[config.mk]
export PLATFORM = sky130hd
export DESIGN_NAME = running_mean_variance_stats_core_flat
export DESIGN_NICKNAME = d
export VERILOG_FILES = /design/src/rtl/core/rmvs_pkg.sv /design/src/rtl/core/rmvs_if.sv /design/src/rtl/core/rmvs_div.sv /design/src/rtl/core/rmvs_sqrt.sv /design/src/rtl/core/rmvs_mul.sv /design/src/rtl/core/running_mean_variance_stats_core.sv /design/src/flat_wrapper.sv
export SDC_FILE = /design/constraint.sdc
export NUM_CORES = 2
export LEC_CHECK = 0
export ABC_AREA = 1
export BUFFER_PORTS_ARGS = -buffer_cell sky130_fd_sc_hd__buf_2
export CAP_MARGIN = 20
export CORE_MARGIN = 10
export CORE_UTILIZATION = 60
export CTS_CLUSTER_DIAMETER = 50
export DETAILED_ROUTE_END_ITERATION = 6
export HOLD_SLACK_MARGIN = 0.12
export PLACE_DENSITY = 0.78
export SYNTH_ARGS = -nofsm -noshare
export SYNTH_HDL_FRONTEND = slang
export SYNTH_SLANG_ARGS = --single-unit
[constraint.sdc]
create_clock -name clk -period 9.65 [get_ports clk]
set_input_delay 0.4825 -clock clk [delete_from_list [all_inputs] [get_ports clk]]
set_output_delay 0.4825 -clock clk [all_outputs]
set_load 0.005 [all_outputs]
[src/rtl/core/rmvs_pkg.sv]
`timescale 1ns / 1ps
package rmvs_pkg;

    // Sample counter width; the counter saturates at all ones
    localparam int COUNT_BITS = 20;
    localparam logic [COUNT_BITS-1:0] COUNT_MAX = {COUNT_BITS{1'b1}};

    localparam int DIV_BITS  = 64;   // dividend / quotient width
    localparam int DEN_BITS  = 32;   // divisor width
    localparam int RAD_BITS  = 64;   // square root radicand width
    localparam int ROOT_BITS = 32;
    localparam int MUL_BITS  = 49;   // multiplier operand width
    localparam int PROD_BITS = 50;   // floor(a * b / 2^48)

    // Sequencer states
    typedef enum logic [4:0] {
        ST_IDLE,
        ST_DM_GO,     // delta / count
        ST_DM_WAIT,
        ST_MUL_GO,    // delta * d2
        ST_MUL_WAIT,
        ST_CHECK,
        ST_DV_GO,     // deviation sum / (count - 1)
        ST_DV_WAIT,
        ST_SD_GO,     // std_dev root
        ST_SD_WAIT,
        ST_DS_GO,     // (v << 16) / count
        ST_DS_WAIT,
        ST_DW_GO,     // v / count, large-variance path
        ST_DW_WAIT,
        ST_SE_GO,     // std_error root
        ST_SE_WAIT,
        ST_REL_GO,    // relative error division
        ST_REL_WAIT,
        ST_OUT
    } state_t;

    typedef struct packed {
        logic                start;
        logic [DIV_BITS-1:0] dividend;
        logic [DEN_BITS-1:0] divisor;
    } div_req_t;

    typedef struct packed {
        logic                done;
        logic [DIV_BITS-1:0] quot;
    } div_rsp_t;

    typedef struct packed {
        logic                start;
        logic [RAD_BITS-1:0] radicand;
    } sqrt_req_t;

    typedef struct packed {
        logic                 done;
        logic [ROOT_BITS-1:0] root;
    } sqrt_rsp_t;

    typedef struct packed {
        logic                start;
        logic [MUL_BITS-1:0] a;
        logic [MUL_BITS-1:0] b;
    } mul_req_t;

    typedef struct packed {
        logic                 done;
        logic [PROD_BITS-1:0] prod;
    } mul_rsp_t;

endpackage

[src/rtl/core/rmvs_if.sv]
`timescale 1ns / 1ps
// Sample request channel
interface rmvs_in_if;
    logic               valid;
    logic               ready;
    logic signed [31:0] sample;
    logic               restart;

    modport source (output valid, output sample, output restart, input ready);
    modport sink   (input valid, input sample, input restart, output ready);
endinterface

// Statistics result channel
interface rmvs_out_if;
    import rmvs_pkg::*;
    logic                  valid;
    logic                  ready;
    logic [COUNT_BITS-1:0] sample_count;
    logic signed [31:0]    running_mean;
    logic [31:0]           std_dev;
    logic [31:0]           std_error;
    logic [31:0]           relative_error;

    modport source (output valid, output sample_count, output running_mean,
                    output std_dev, output std_error, output relative_error,
                    input ready);
    modport sink   (input valid, input sample_count, input running_mean,
                    input std_dev, input std_error, input relative_error,
                    output ready);
endinterface

[src/rtl/core/rmvs_div.sv]
`timescale 1ns / 1ps
// Restoring divider, one quotient bit per cycle
module rmvs_div (
    input  logic               clk,
    input  logic               rst_n,
    input  rmvs_pkg::div_req_t req,
    output rmvs_pkg::div_rsp_t rsp
);
    import rmvs_pkg::*;

    localparam int CNT_W = $clog2(DIV_BITS);

    logic [DIV_BITS-1:0] num_reg, num_next;
    logic [DEN_BITS-1:0] den_reg;
    logic [DEN_BITS-1:0] rem_reg, rem_next;
    logic [CNT_W-1:0]    cnt_reg;
    logic                busy_reg, done_reg;
    logic [DEN_BITS:0]   shifted, diff;
    logic                ge;

    // One restoring step
    always_comb
    begin
        shifted  = {rem_reg, num_reg[DIV_BITS-1]};
        diff     = shifted - {1'b0, den_reg};
        ge       = (shifted >= {1'b0, den_reg});
        rem_next = ge ? diff[DEN_BITS-1:0] : shifted[DEN_BITS-1:0];
        num_next = {num_reg[DIV_BITS-2:0], ge};
    end

    // Control
    always_ff @(posedge clk or negedge rst_n)
    begin
        if (!rst_n)
        begin
            busy_reg <= 1'b0;
            done_reg <= 1'b0;
            cnt_reg  <= '0;
        end
        else
        begin
            done_reg <= 1'b0;
            if (req.start)
            begin
                busy_reg <= 1'b1;
                cnt_reg  <= '0;
            end
            else if (busy_reg)
            begin
                cnt_reg <= cnt_reg + 1'b1;
                if (cnt_reg == CNT_W'(DIV_BITS - 1))
                begin
                    busy_reg <= 1'b0;
                    done_reg <= 1'b1;
                end
            end
        end
    end

    // Datapath
    always_ff @(posedge clk)
    begin
        if (req.start)
        begin
            num_reg <= req.dividend;
            den_reg <= req.divisor;
            rem_reg <= '0;
        end
        else if (busy_reg)
        begin
            num_reg <= num_next;
            rem_reg <= rem_next;
        end
    end

    assign rsp.done = done_reg;
    assign rsp.quot = num_reg;
endmodule

[src/rtl/core/rmvs_sqrt.sv]
`timescale 1ns / 1ps
// Integer square root, one root bit (two radicand bits) per cycle
module rmvs_sqrt (
    input  logic                clk,
    input  logic                rst_n,
    input  rmvs_pkg::sqrt_req_t req,
    output rmvs_pkg::sqrt_rsp_t rsp
);
    import rmvs_pkg::*;

    localparam int CNT_W = $clog2(ROOT_BITS);

    logic [RAD_BITS-1:0]  rad_reg;
    logic [ROOT_BITS-1:0] root_reg;
    logic [ROOT_BITS:0]   rem_reg, rem_next;
    logic [CNT_W-1:0]     cnt_reg;
    logic                 busy_reg, done_reg;
    logic [ROOT_BITS+2:0] trial, test, diff;
    logic                 ge;

    // Bring down two bits and try root*4+1
    always_comb
    begin
        trial    = {rem_reg, rad_reg[RAD_BITS-1 -: 2]};
        test     = {1'b0, root_reg, 2'b01};
        diff     = trial - test;
        ge       = (trial >= test);
        rem_next = ge ? diff[ROOT_BITS:0] : trial[ROOT_BITS:0];
    end

    // Control
    always_ff @(posedge clk or negedge rst_n)
    begin
        if (!rst_n)
        begin
            busy_reg <= 1'b0;
            done_reg <= 1'b0;
            cnt_reg  <= '0;
        end
        else
        begin
            done_reg <= 1'b0;
            if (req.start)
            begin
                busy_reg <= 1'b1;
                cnt_reg  <= '0;
            end
            else if (busy_reg)
            begin
                cnt_reg <= cnt_reg + 1'b1;
                if (cnt_reg == CNT_W'(ROOT_BITS - 1))
                begin
                    busy_reg <= 1'b0;
                    done_reg <= 1'b1;
                end
            end
        end
    end

    // Datapath
    always_ff @(posedge clk)
    begin
        if (req.start)
        begin
            rad_reg  <= req.radicand;
            root_reg <= '0;
            rem_reg  <= '0;
        end
        else if (busy_reg)
        begin
            rad_reg  <= {rad_reg[RAD_BITS-3:0], 2'b00};
            root_reg <= {root_reg[ROOT_BITS-2:0], ge};
            rem_reg  <= rem_next;
        end
    end

    assign rsp.done = done_reg;
    assign rsp.root = root_reg;
endmodule

[src/rtl/core/rmvs_mul.sv]
`timescale 1ns / 1ps
// Shift-add multiplier, one multiplier bit per cycle; returns floor(a * b / 2^48)
module rmvs_mul (
    input  logic               clk,
    input  logic               rst_n,
    input  rmvs_pkg::mul_req_t req,
    output rmvs_pkg::mul_rsp_t rsp
);
    import rmvs_pkg::*;

    localparam int CNT_W = $clog2(MUL_BITS);

    logic [MUL_BITS-1:0]   a_reg, b_reg;
    logic [2*MUL_BITS-1:0] acc_reg;
    logic [MUL_BITS:0]     sum;
    logic [CNT_W-1:0]      cnt_reg;
    logic                  busy_reg, done_reg;

    // Add the partial product to the upper half, then shift right
    always_comb
    begin
        sum = {1'b0, acc_reg[2*MUL_BITS-1:MUL_BITS]}
            + (b_reg[0] ? {1'b0, a_reg} : '0);
    end

    // Control
    always_ff @(posedge clk or negedge rst_n)
    begin
        if (!rst_n)
        begin
            busy_reg <= 1'b0;
            done_reg <= 1'b0;
            cnt_reg  <= '0;
        end
        else
        begin
            done_reg <= 1'b0;
            if (req.start)
            begin
                busy_reg <= 1'b1;
                cnt_reg  <= '0;
            end
            else if (busy_reg)
            begin
                cnt_reg <= cnt_reg + 1'b1;
                if (cnt_reg == CNT_W'(MUL_BITS - 1))
                begin
                    busy_reg <= 1'b0;
                    done_reg <= 1'b1;
                end
            end
        end
    end

    // Datapath
    always_ff @(posedge clk)
    begin
        if (req.start)
        begin
            a_reg   <= req.a;
            b_reg   <= req.b;
            acc_reg <= '0;
        end
        else if (busy_reg)
        begin
            b_reg   <= {1'b0, b_reg[MUL_BITS-1:1]};
            acc_reg <= {sum, acc_reg[MUL_BITS-1:1]};
        end
    end

    assign rsp.done = done_reg;
    assign rsp.prod = acc_reg[2*MUL_BITS-1 -: PROD_BITS];
endmodule

[src/rtl/core/running_mean_variance_stats_core.sv]
`timescale 1ns / 1ps
// Channel     Dir   Contents
// sample_ch   in    sample (Q16.16 signed), restart
// result_ch   out   sample_count, running_mean, std_dev, std_error, relative_error
//
// One request at a time. First sample: one division and one multiply. Later
// samples: one multiply, four passes through the shared bit-serial divider, and
// up to two passes through the bit-serial square root unit.
// Reset clears count, mean and deviation sum; the result register holds while
// result_ch stalls, and a new request is taken once the result is stored.
module running_mean_variance_stats_core (
    input  logic         clk,
    input  logic         rst_n,
    rmvs_in_if.sink      sample_ch,
    rmvs_out_if.source   result_ch
);
    import rmvs_pkg::*;

    state_t state_reg, state_next;

    logic [COUNT_BITS-1:0] count_reg;
    logic signed [47:0]    mean_reg;
    logic [63:0]           dev_reg;
    logic signed [31:0]    x_reg;
    logic signed [48:0]    delta_reg;
    logic [63:0]           work_reg;
    logic [31:0]           stdv_reg, se_reg, rel_reg;

    logic                  out_valid_reg;
    logic [COUNT_BITS-1:0] out_count_reg;
    logic signed [31:0]    out_mean_reg;
    logic [31:0]           out_stdv_reg, out_se_reg, out_rel_reg;

    div_req_t  div_req;
    div_rsp_t  div_rsp;
    sqrt_req_t sqrt_req;
    sqrt_rsp_t sqrt_rsp;
    mul_req_t  mul_req;
    mul_rsp_t  mul_rsp;

    logic                  accept;
    logic [COUNT_BITS-1:0] cnt_base;
    logic signed [48:0]    xw, delta, d2;
    logic [48:0]           delta_mag, d2_mag;
    logic [47:0]           q_signed;
    logic [64:0]           dev_sum;
    logic [31:0]           mean_out, den;
    logic                  out_load;

    rmvs_div  u_div  (.clk(clk), .rst_n(rst_n), .req(div_req),  .rsp(div_rsp));
    rmvs_sqrt u_sqrt (.clk(clk), .rst_n(rst_n), .req(sqrt_req), .rsp(sqrt_rsp));
    rmvs_mul  u_mul  (.clk(clk), .rst_n(rst_n), .req(mul_req),  .rsp(mul_rsp));

    // Datapath helpers
    always_comb
    begin
        accept    = sample_ch.valid && (state_reg == ST_IDLE);
        cnt_base  = sample_ch.restart ? '0 : count_reg;
        xw        = {x_reg[31], x_reg, 16'h0000};
        delta     = xw - {mean_reg[47], mean_reg};
        d2        = delta;
        delta_mag = delta_reg[48] ? 49'(-delta_reg) : 49'(delta_reg);
        d2_mag    = d2[48] ? 49'(-d2) : 49'(d2);
        q_signed  = delta_reg[48] ? 48'(-div_rsp.quot[47:0]) : div_rsp.quot[47:0];
        dev_sum   = {1'b0, dev_reg} + {15'h0, mul_rsp.prod};
        mean_out  = mean_reg[47:16];
        den       = mean_out[31] ? 32'(-mean_out) : mean_out;
        if (den == 32'h0)
        begin
            den = 32'h1;
        end
        out_load  = (state_reg == ST_OUT) && (!out_valid_reg || result_ch.ready);
    end

    // Unit requests
    always_comb
    begin
        div_req  = '0;
        sqrt_req = '0;
        mul_req  = '0;
        case (state_reg)
            ST_DM_GO:
            begin
                // delta_reg is loaded at this edge; take |delta| straight from the mean
                div_req.start    = 1'b1;
                div_req.dividend = 64'(d2_mag);
                div_req.divisor  = 32'(count_reg);
            end
            ST_MUL_GO:
            begin
                mul_req.start = 1'b1;
                mul_req.a     = delta_mag;
                mul_req.b     = d2_mag;
            end
            ST_DV_GO:
            begin
                div_req.start    = 1'b1;
                div_req.dividend = dev_reg;
                div_req.divisor  = 32'(count_reg - 1'b1);
            end
            ST_SD_GO:
            begin
                sqrt_req.start    = 1'b1;
                sqrt_req.radicand = {work_reg[47:0], 16'h0000};
            end
            ST_DS_GO:
            begin
                div_req.start    = 1'b1;
                div_req.dividend = {work_reg[47:0], 16'h0000};
                div_req.divisor  = 32'(count_reg);
            end
            ST_DW_GO:
            begin
                div_req.start    = 1'b1;
                div_req.dividend = work_reg;
                div_req.divisor  = 32'(count_reg);
            end
            ST_SE_GO:
            begin
                sqrt_req.start    = 1'b1;
                sqrt_req.radicand = work_reg;
            end
            ST_REL_GO:
            begin
                div_req.start    = 1'b1;
                div_req.dividend = {8'h00, se_reg, 24'h000000};
                div_req.divisor  = den;
            end
            default:
            begin
                div_req  = '0;
            end
        endcase
    end

    // Next state
    always_comb
    begin
        state_next = state_reg;
        case (state_reg)
            ST_IDLE:     if (accept) state_next = ST_DM_GO;
            ST_DM_GO:    state_next = ST_DM_WAIT;
            ST_DM_WAIT:  if (div_rsp.done) state_next = ST_MUL_GO;
            ST_MUL_GO:   state_next = ST_MUL_WAIT;
            ST_MUL_WAIT: if (mul_rsp.done) state_next = ST_CHECK;
            ST_CHECK:    state_next = (count_reg < COUNT_BITS'(2)) ? ST_OUT : ST_DV_GO;
            ST_DV_GO:    state_next = ST_DV_WAIT;
            ST_DV_WAIT:
            begin
                if (div_rsp.done)
                begin
                    state_next = (div_rsp.quot[63:48] == 16'h0) ? ST_SD_GO : ST_DW_GO;
                end
            end
            ST_SD_GO:    state_next = ST_SD_WAIT;
            ST_SD_WAIT:  if (sqrt_rsp.done) state_next = ST_DS_GO;
            ST_DS_GO:    state_next = ST_DS_WAIT;
            ST_DS_WAIT:  if (div_rsp.done) state_next = ST_SE_GO;
            ST_DW_GO:    state_next = ST_DW_WAIT;
            ST_DW_WAIT:
            begin
                if (div_rsp.done)
                begin
                    state_next = (div_rsp.quot[63:48] == 16'h0) ? ST_SE_GO : ST_REL_GO;
                end
            end
            ST_SE_GO:    state_next = ST_SE_WAIT;
            ST_SE_WAIT:  if (sqrt_rsp.done) state_next = ST_REL_GO;
            ST_REL_GO:   state_next = ST_REL_WAIT;
            ST_REL_WAIT: if (div_rsp.done) state_next = ST_OUT;
            ST_OUT:      if (out_load) state_next = ST_IDLE;
            default:     state_next = ST_IDLE;
        endcase
    end

    always_ff @(posedge clk or negedge rst_n)
    begin
        if (!rst_n)
        begin
            state_reg <= ST_IDLE;
        end
        else
        begin
            state_reg <= state_next;
        end
    end

    // Accumulators
    always_ff @(posedge clk or negedge rst_n)
    begin
        if (!rst_n)
        begin
            count_reg <= '0;
            mean_reg  <= '0;
            dev_reg   <= '0;
        end
        else if (accept)
        begin
            count_reg <= (cnt_base != COUNT_MAX) ? cnt_base + 1'b1 : cnt_base;
            if (sample_ch.restart)
            begin
                mean_reg <= '0;
                dev_reg  <= '0;
            end
        end
        else if (state_reg == ST_DM_WAIT && div_rsp.done)
        begin
            mean_reg <= mean_reg + q_signed;
        end
        else if (state_reg == ST_MUL_WAIT && mul_rsp.done)
        begin
            dev_reg <= dev_sum[64] ? {64{1'b1}} : dev_sum[63:0];
        end
    end

    // Per-request scratch
    always_ff @(posedge clk)
    begin
        if (accept)
        begin
            x_reg    <= sample_ch.sample;
            stdv_reg <= '0;
            se_reg   <= '0;
            rel_reg  <= '0;
        end
        case (state_reg)
            ST_DM_GO:   delta_reg <= delta;
            ST_DV_WAIT: if (div_rsp.done) work_reg <= div_rsp.quot;
            ST_SD_WAIT: if (sqrt_rsp.done) stdv_reg <= sqrt_rsp.root;
            ST_DS_WAIT: if (div_rsp.done) work_reg <= div_rsp.quot;
            ST_DW_GO:   stdv_reg <= '1;
            ST_DW_WAIT:
            begin
                if (div_rsp.done)
                begin
                    work_reg <= {div_rsp.quot[47:0], 16'h0000};
                    if (div_rsp.quot[63:48] != 16'h0)
                    begin
                        se_reg <= '1;
                    end
                end
            end
            ST_SE_WAIT: if (sqrt_rsp.done) se_reg <= sqrt_rsp.root;
            ST_REL_WAIT:
            begin
                if (div_rsp.done)
                begin
                    rel_reg <= (div_rsp.quot[63:32] != 32'h0) ? '1 : div_rsp.quot[31:0];
                end
            end
            default:
            begin
            end
        endcase
    end

    // Result register
    always_ff @(posedge clk or negedge rst_n)
    begin
        if (!rst_n)
        begin
            out_valid_reg <= 1'b0;
        end
        else if (out_load)
        begin
            out_valid_reg <= 1'b1;
        end
        else if (result_ch.ready)
        begin
            out_valid_reg <= 1'b0;
        end
    end

    always_ff @(posedge clk)
    begin
        if (out_load)
        begin
            out_count_reg <= count_reg;
            out_mean_reg  <= mean_out;
            out_stdv_reg  <= stdv_reg;
            out_se_reg    <= se_reg;
            out_rel_reg   <= rel_reg;
        end
    end

    assign sample_ch.ready          = (state_reg == ST_IDLE);
    assign result_ch.valid          = out_valid_reg;
    assign result_ch.sample_count   = out_count_reg;
    assign result_ch.running_mean   = out_mean_reg;
    assign result_ch.std_dev        = out_stdv_reg;
    assign result_ch.std_error      = out_se_reg;
    assign result_ch.relative_error = out_rel_reg;
endmodule

[src/flat_wrapper.sv]
// flat-port wrapper written by rule: the top's interface ports become plain ports
module running_mean_variance_stats_core_flat import rmvs_pkg::*;
  (clk, rst_n, sample_ch_valid, sample_ch_sample, sample_ch_restart, sample_ch_ready, result_ch_valid, result_ch_sample_count, result_ch_running_mean, result_ch_std_dev, result_ch_std_error, result_ch_relative_error, result_ch_ready);
  rmvs_in_if sample_ch_i ();
  rmvs_out_if result_ch_i ();
  input  logic clk;
  input  logic rst_n;
  input wire logic [$bits(sample_ch_i.valid)-1:0] sample_ch_valid;
  input wire logic [$bits(sample_ch_i.sample)-1:0] sample_ch_sample;
  input wire logic [$bits(sample_ch_i.restart)-1:0] sample_ch_restart;
  output wire logic [$bits(sample_ch_i.ready)-1:0] sample_ch_ready;
  output wire logic [$bits(result_ch_i.valid)-1:0] result_ch_valid;
  output wire logic [$bits(result_ch_i.sample_count)-1:0] result_ch_sample_count;
  output wire logic [$bits(result_ch_i.running_mean)-1:0] result_ch_running_mean;
  output wire logic [$bits(result_ch_i.std_dev)-1:0] result_ch_std_dev;
  output wire logic [$bits(result_ch_i.std_error)-1:0] result_ch_std_error;
  output wire logic [$bits(result_ch_i.relative_error)-1:0] result_ch_relative_error;
  input wire logic [$bits(result_ch_i.ready)-1:0] result_ch_ready;
  assign sample_ch_i.valid = sample_ch_valid;
  assign sample_ch_i.sample = sample_ch_sample;
  assign sample_ch_i.restart = sample_ch_restart;
  assign sample_ch_ready = sample_ch_i.ready;
  assign result_ch_valid = result_ch_i.valid;
  assign result_ch_sample_count = result_ch_i.sample_count;
  assign result_ch_running_mean = result_ch_i.running_mean;
  assign result_ch_std_dev = result_ch_i.std_dev;
  assign result_ch_std_error = result_ch_i.std_error;
  assign result_ch_relative_error = result_ch_i.relative_error;
  assign result_ch_i.ready = result_ch_ready;
  running_mean_variance_stats_core u_core (.clk(clk), .rst_n(rst_n), .sample_ch(sample_ch_i), .result_ch(result_ch_i));
endmodule
**Word level (Yosys, flattened, before mapping)**

Index checks and enable logic that the tools add are counted.

- Order comparisons: 3
- Muxes and demuxes: 82
- Reductions and logical operators: 24
- Add/subtract/negate cells: 15
- Equality and inequality tests: 35

Operators by type and width:

| kind | number |
|---|---|
| $mux W64 | 11 |
| $pmux W97 S5 | 1 |
| $mux W32 | 13 |
| $mux W49 | 5 |
| $mux W48 | 4 |
| $pmux W65 S2 | 1 |
| $pmux W32 S2 | 2 |
| $pmux W64 S2 | 1 |
| $mux W99 | 1 |
| $neg A49 Y49 | 2 |
| $pmux W5 S19 | 1 |
| $mux W5 | 14 |
| $add A64 B50 Y65 | 1 |
| $add A49 B50 Y50 | 1 |
| $sub A48 B48 Y49 | 1 |
| $add A48 B48 Y48 | 1 |
| $neg A48 Y48 | 1 |
| $eq A5 B4 Y1 const B | 8 |
| $mux W20 | 2 |
| $ge A35 B34 Y1 | 1 |
| $ge A33 B32 Y1 | 1 |
| $mux W33 | 1 |
| $sub A33 B33 Y33 | 1 |
| $logic_not A32 Y1 | 1 |
| 30 further kinds | 83 |

- Logic and storage cells: 194
- Input bits: 37
- Flip-flop bits (word level): 1003
- Output and inout port bits: 150

**Depth between registers and ports, before layout**

- Depth in word-level cells: 6
- Gate-level depth with buffers: 26

**By module**

From an unflattened synthesis, not the netlist that was laid out.

- Cell total of the unflattened synthesis: 8991
- Area, all modules: 63766.2 µm²

By module, submodules not included:

| module | cells each | area an instance (µm²) | times used |
|---|---|---|---|
| running_mean_variance_stats_core | 5130 | 36935.4 | 1 |
| rmvs_mul | 1577 | 10533.9 | 1 |
| rmvs_div | 1128 | 8202.9 | 1 |
| rmvs_sqrt | 1156 | 8094.0 | 1 |

**Least setup slack after synthesis**

Ideal clock, no wire load.

- Path type: reg-to-reg
- Start: register u_core.state_reg[1]
- End: register u_core.out_rel_reg[0], in the netlist u_core.result_ch.relative_error[0] (enable)
- Clock period less this slack: 7661 ps
- Data arrival time: 7002 ps
- Path buffers: 1
- Cell stages (with the launch flop): 8
- Path slack: 1989 ps
- Cells stage by stage: dfrtp_1 -> buf_2 -> inv_1 -> nor2_1 -> inv_1 -> nor2_1 -> inv_1 -> nor2_1

- Longest elaborated chain between the ends: 2

RTL lines:

| item | RTL line | text |
|---|---|---|
| start: declaration | running_mean_variance_stats_core.sv:19 | `state_t state_reg, state_next;` |
| start signal: assignment | running_mean_variance_stats_core.sv:184 | `state_reg <= state_next;` |
| $eq A5 B5 Y1 | running_mean_variance_stats_core.sv:72 | `out_load = (state_reg == ST_OUT) && (!out_valid_reg \|\| result_ch.ready);` |
| $logic_and A1 B1 Y1 | running_mean_variance_stats_core.sv:72 |  |
| via u_core.out_load | running_mean_variance_stats_core.sv:48 | `logic out_load;` |
| end signal: assignment | running_mean_variance_stats_core.sv:282 | `out_rel_reg <= rel_reg;` |
| end: declaration | running_mean_variance_stats_core.sv:32 | `logic [31:0] out_stdv_reg, out_se_reg, out_rel_reg;` |

The timed path passes the listed nets, and every way through them passes these cells.
A chain may end at the register's enable or synchronous reset.

**Worst setup path in the final report**

- Start: register u_core.u_div.num_reg[2]
- End: register u_core.mean_reg[46]

- Longest elaborated chain between the ends: 5

RTL lines:

| item | RTL line | text |
|---|---|---|
| start: declaration | rmvs_div.sv:13 | `logic [DIV_BITS-1:0] num_reg, num_next;` |
| start signal: assignment | rmvs_div.sv:65 | `num_reg <= req.dividend;` |
| start signal: assignment | rmvs_div.sv:71 | `num_reg <= num_next;` |
| $neg A48 Y48 | running_mean_variance_stats_core.sv:64 | `q_signed = delta_reg[48] ? 48'(-div_rsp.quot[47:0]) : div_rsp.quot[47:0];` |
| $mux W48 * | running_mean_variance_stats_core.sv:64 |  |
| $add A48 B48 Y48 * | running_mean_variance_stats_core.sv:208 | `mean_reg <= mean_reg + q_signed;` |
| $mux W48 * | running_mean_variance_stats_core.sv:206 | `else if (state_reg == ST_DM_WAIT && div_rsp.done)` |
| $mux W48 * | running_mean_variance_stats_core.sv:197 | `else if (accept)` |
| end signal: assignment | running_mean_variance_stats_core.sv:208 |  |
| end: declaration | running_mean_variance_stats_core.sv:22 | `logic signed [47:0] mean_reg;` |

Every way passes the cells marked *; elsewhere a longest branch is shown, timed or not. The select of a mux whose other input is x is not followed.

==> results_dict.tcl <==
set metrics [dict create \
    detailedRoute.firstIterationViolations 7914 \
    worstSetupEndpoint "u_core.mean_reg[46]" \
    routed_wire_length_per_instance_um 24.1 \
    netlist_instances 7773 \
    report.final.setup_viol 0 \
    vdd_drop_max_mv 0.298 \
    route.met2.wl_mm 97.3 \
    rsz0062_at_grt "no" \
    io_buffer_count 186 \
    layout-drive-gt1-share_pct 6.87 \
    logic_depth_of_the_worst_register_to_register_path 22 \
    initial_utilization_pct 60.4 \
    synth_seq_cells 955 \
    grt_overflow_total 0 \
    critical_path_class "reg2reg" \
    cts_tree "yes" \
    htreeDepth 4 \
    antenna_found_initial 14 \
    number_of_global_route_vias_before_repair 54100 \
    cts.clk_slew.worst_paths_ns 0.06 \
    finalClockSkew_ns 0.0405 \
    cap_viol_max_count 0 \
    run_status "complete, but fails checks" \
    fin_crit_ns 4.73 \
    yosysTopAreaCell "edfxtp_1" \
    core.rowCount 115 \
    synth-edff-count 551 \
    clkLatencyLatePin_ns 0.78 \
    cp.required_ns 10.32 \
    totalWireLength_mm 226 \
    final_hold_viol_count 0 \
    leakagePower_nw 30.2 \
    synth-main-ff-cell "edfxtp_1" \
    clk_path_buf_depth 3 \
    synthesis.area_per_instance_um2 7.64 \
    clock_sinks 955 \
    post-dp-hpwl_mm 171 \
    worstPathArrival_ns 5.39 \
    design.final.nets 8233 \
    crit-reg2reg-launch "u_core.u_div.num_reg[2]" \
    globalplace.congestion 1.04 \
    clk_root_buffer_cell "clkbuf_16" \
    route.top_layer_used "met5" \
    drt.antenna.violating_nets 0 \
    worst_slew_pin_slew_ns 1.14 \
    synth.lib_cells_used.distinct 64 \
    yosys_warning_count 0 \
    crit-reg2reg-capture "u_core.mean_reg[46]" \
    wl_met1_mm 87.6 \
    gr_usage_total_pct 38.9 \
    ys_async_sr_fraction_pct 16.9 \
    layout-area-overhead-vs-synth_pct 11.8 \
    io_pins 187 \
    period_share_pct 49.0 \
    final_max_slew_viol_count 0 \
    totalNegativeSetupSlack_ns 0 \
    timing.critical_path.fanout_max 6 \
    routed-wl-met3_mm 26.8 \
    cts_repair_resize_count 0 \
    synthesis.area_um2 59400 \
    core_region_area_um2 98300 \
    critPathLaunch "u_core.u_div.num_reg[2]" \
    ys_top_cells_by_area "edfxtp_1 28%, nand2_1 12%, dfxtp_1 8.2%" \
    fmaxAchievable_mhz 212 \
    final_core_util_pct 67.6 \
    die_width_um 335 \
    cts_buffers 130 \
    detailroute.via_count 58300 \
    grt_start_max_net_pins 85 \
    die-area_um2 112000 \
    violations_in_the_final_reports "DRC" \
    first_pass_grt_wire_length_mm 333 \
    dr.pass1.iters 6 \
    synth_fp_nets 8069 \
    crit_path_end_kind "flip-flop" \
    max-slew-margin-rel_pct 23.3 \
    hold_path_class "in2reg" \
    via_per_inst 6.24 \
    drc_errors 2 \
    dieHeight_um 335 \
    worst_setup_path_start_kind "flip-flop" \
    synth-seq-area-share_pct 42.8 \
    pwr_density_cell_nw_per_um2 441 \
    setup.reg_to_reg.worst_slack_ns 4.92 \
    synth_top_cell_area_share_pct 27.9 \
]
critical path, cell delays in order (launching register included):
cell,delay [ns]
edfxtp_1,0.48
nor3_1,0.29
nand3_1,0.19
nor3_2,0.38
inv_1,0.08
nor2_1,0.17
nand2_1,0.14
nor3_2,0.19
nand3_1,0.15
nor2_1,0.16
nor2_1,0.08
a21oi_1,0.34
xnor2_1,0.17
ha_1,0.42
a21oi_1,0.21
inv_1,0.06
a31oi_1,0.20
o21ai_0,0.20
a31oi_1,0.29
nand2_1,0.12
a21oi_1,0.12
o21ai_0,0.11
o21ai_0,0.08
routing by layer:
metal	vias up	global-route usage, %
met5	-	0.177
met4	10	20.6
met3	703	9.19
met2	3704	58.7
li1	26500	-
met1	27400	51.5
cells in the final DEF (no fill, tap or decap), drive strengths merged, types with 158 or more instances in the layout:
master  synthesis  routed
nand2        1974    1974
xor2          204     204
nand3         351     351
clkbuf        187     158
o21ai         542     542
dfrtp         161     161
edfxtp        551     551
ha            255     255
dfxtp         243     243
buf            53     239
a21oi         446     446
nor2          776     776
inv          1042    1071
where the power goes:
group | total [mW] | switching, mW | internal, mW | leakage (nW)
registers | 7.99 | 1.80 | 6.19 | 9.56
clock network | 5.03 | 2.08 | 2.95 | 2.21
logic | 16.3 | 11.3 | 5.00 | 18.4
Yosys cell counts (113+ instances only):
cell	count
nor3_1	152
nor2_1	759
xor2_1	204
a21oi_1	446
o22ai_1	113
nand3_1	346
ha_1	255
nand2_1	1958
dfrtp_1	161
edfxtp_1	551
o21ai_0	528
inv_1	1030
dfxtp_1	243
clkbuf_1	187
cell families after synthesis:
kind of cell | count (synthesis) | synth area share (%)
AND/OR/NAND/NOR | 3430 | 23.9
flip-flops | 955 | 42.8
adder cells (fa/ha/maj) | 259 | 5.51
buffers and inverters | 1285 | 8.19
AO/OA/AOI/OAI | 1581 | 15.7
XOR/XNOR | 263 | 3.88
timing repair:
action,4_1_cts,5_1_grt
hold buffers,33,0
setup endpoints to repair,0,0
endpoints found under the hold margin,73,0
setup buffers,0,0
area by class of cell:
class                      instances  area [um2]
antenna                           13        32.5
clock buffer                     158        3500
clock inverter                    82        1030
fill                            8258       31900
inverter                        1045        3930
multi-input combinational       5533       29200
sequential                       955       25400
tap                             1287        1610
timing repair buffer             272        1680
worst min-delay path by stage:
| stage | startpoint | to | depth (start not counted) |
|---|---|---|---|
| floorplan | rst_n | u_core.count_reg[0] | 0 |
| global placement | u_core.rel_reg[17] | u_core.result_ch.relative_error[17] | 0 |
| detailed placement | u_core.stdv_reg[20] | u_core.result_ch.std_dev[20] | 0 |
| CTS | sample_ch_restart | u_core.count_reg[0] | 3 |
| global route | sample_ch_restart | u_core.count_reg[0] | 3 |
| finish | sample_ch_restart | u_core.count_reg[1] | 4 |
metrics by stage:
| step | power, mW | std cells | hold slack, ns | setup slack [ns] | cell area [um2] |
|---|---|---|---|---|---|
| 2_1_floorplan | 18.2 | 7773 | 0.187 | 1.99 | 59400 |
| 3_3_place_gp | 23.2 | 9055 | 0.416 | 5.17 | 61500 |
| 3_5_place_dp | 23.5 | 9056 | 0.415 | 5.18 | 61500 |
| 4_1_cts | 28.6 | 9329 | 0.169 | 5.14 | 66400 |
| 5_1_grt | 31.0 | 9333 | 0.225 | 4.58 | 66400 |
| 6_report | 29.3 | 9345 | 0.203 | 4.92 | 66400 |
Power figures use the tool's default switching activity.
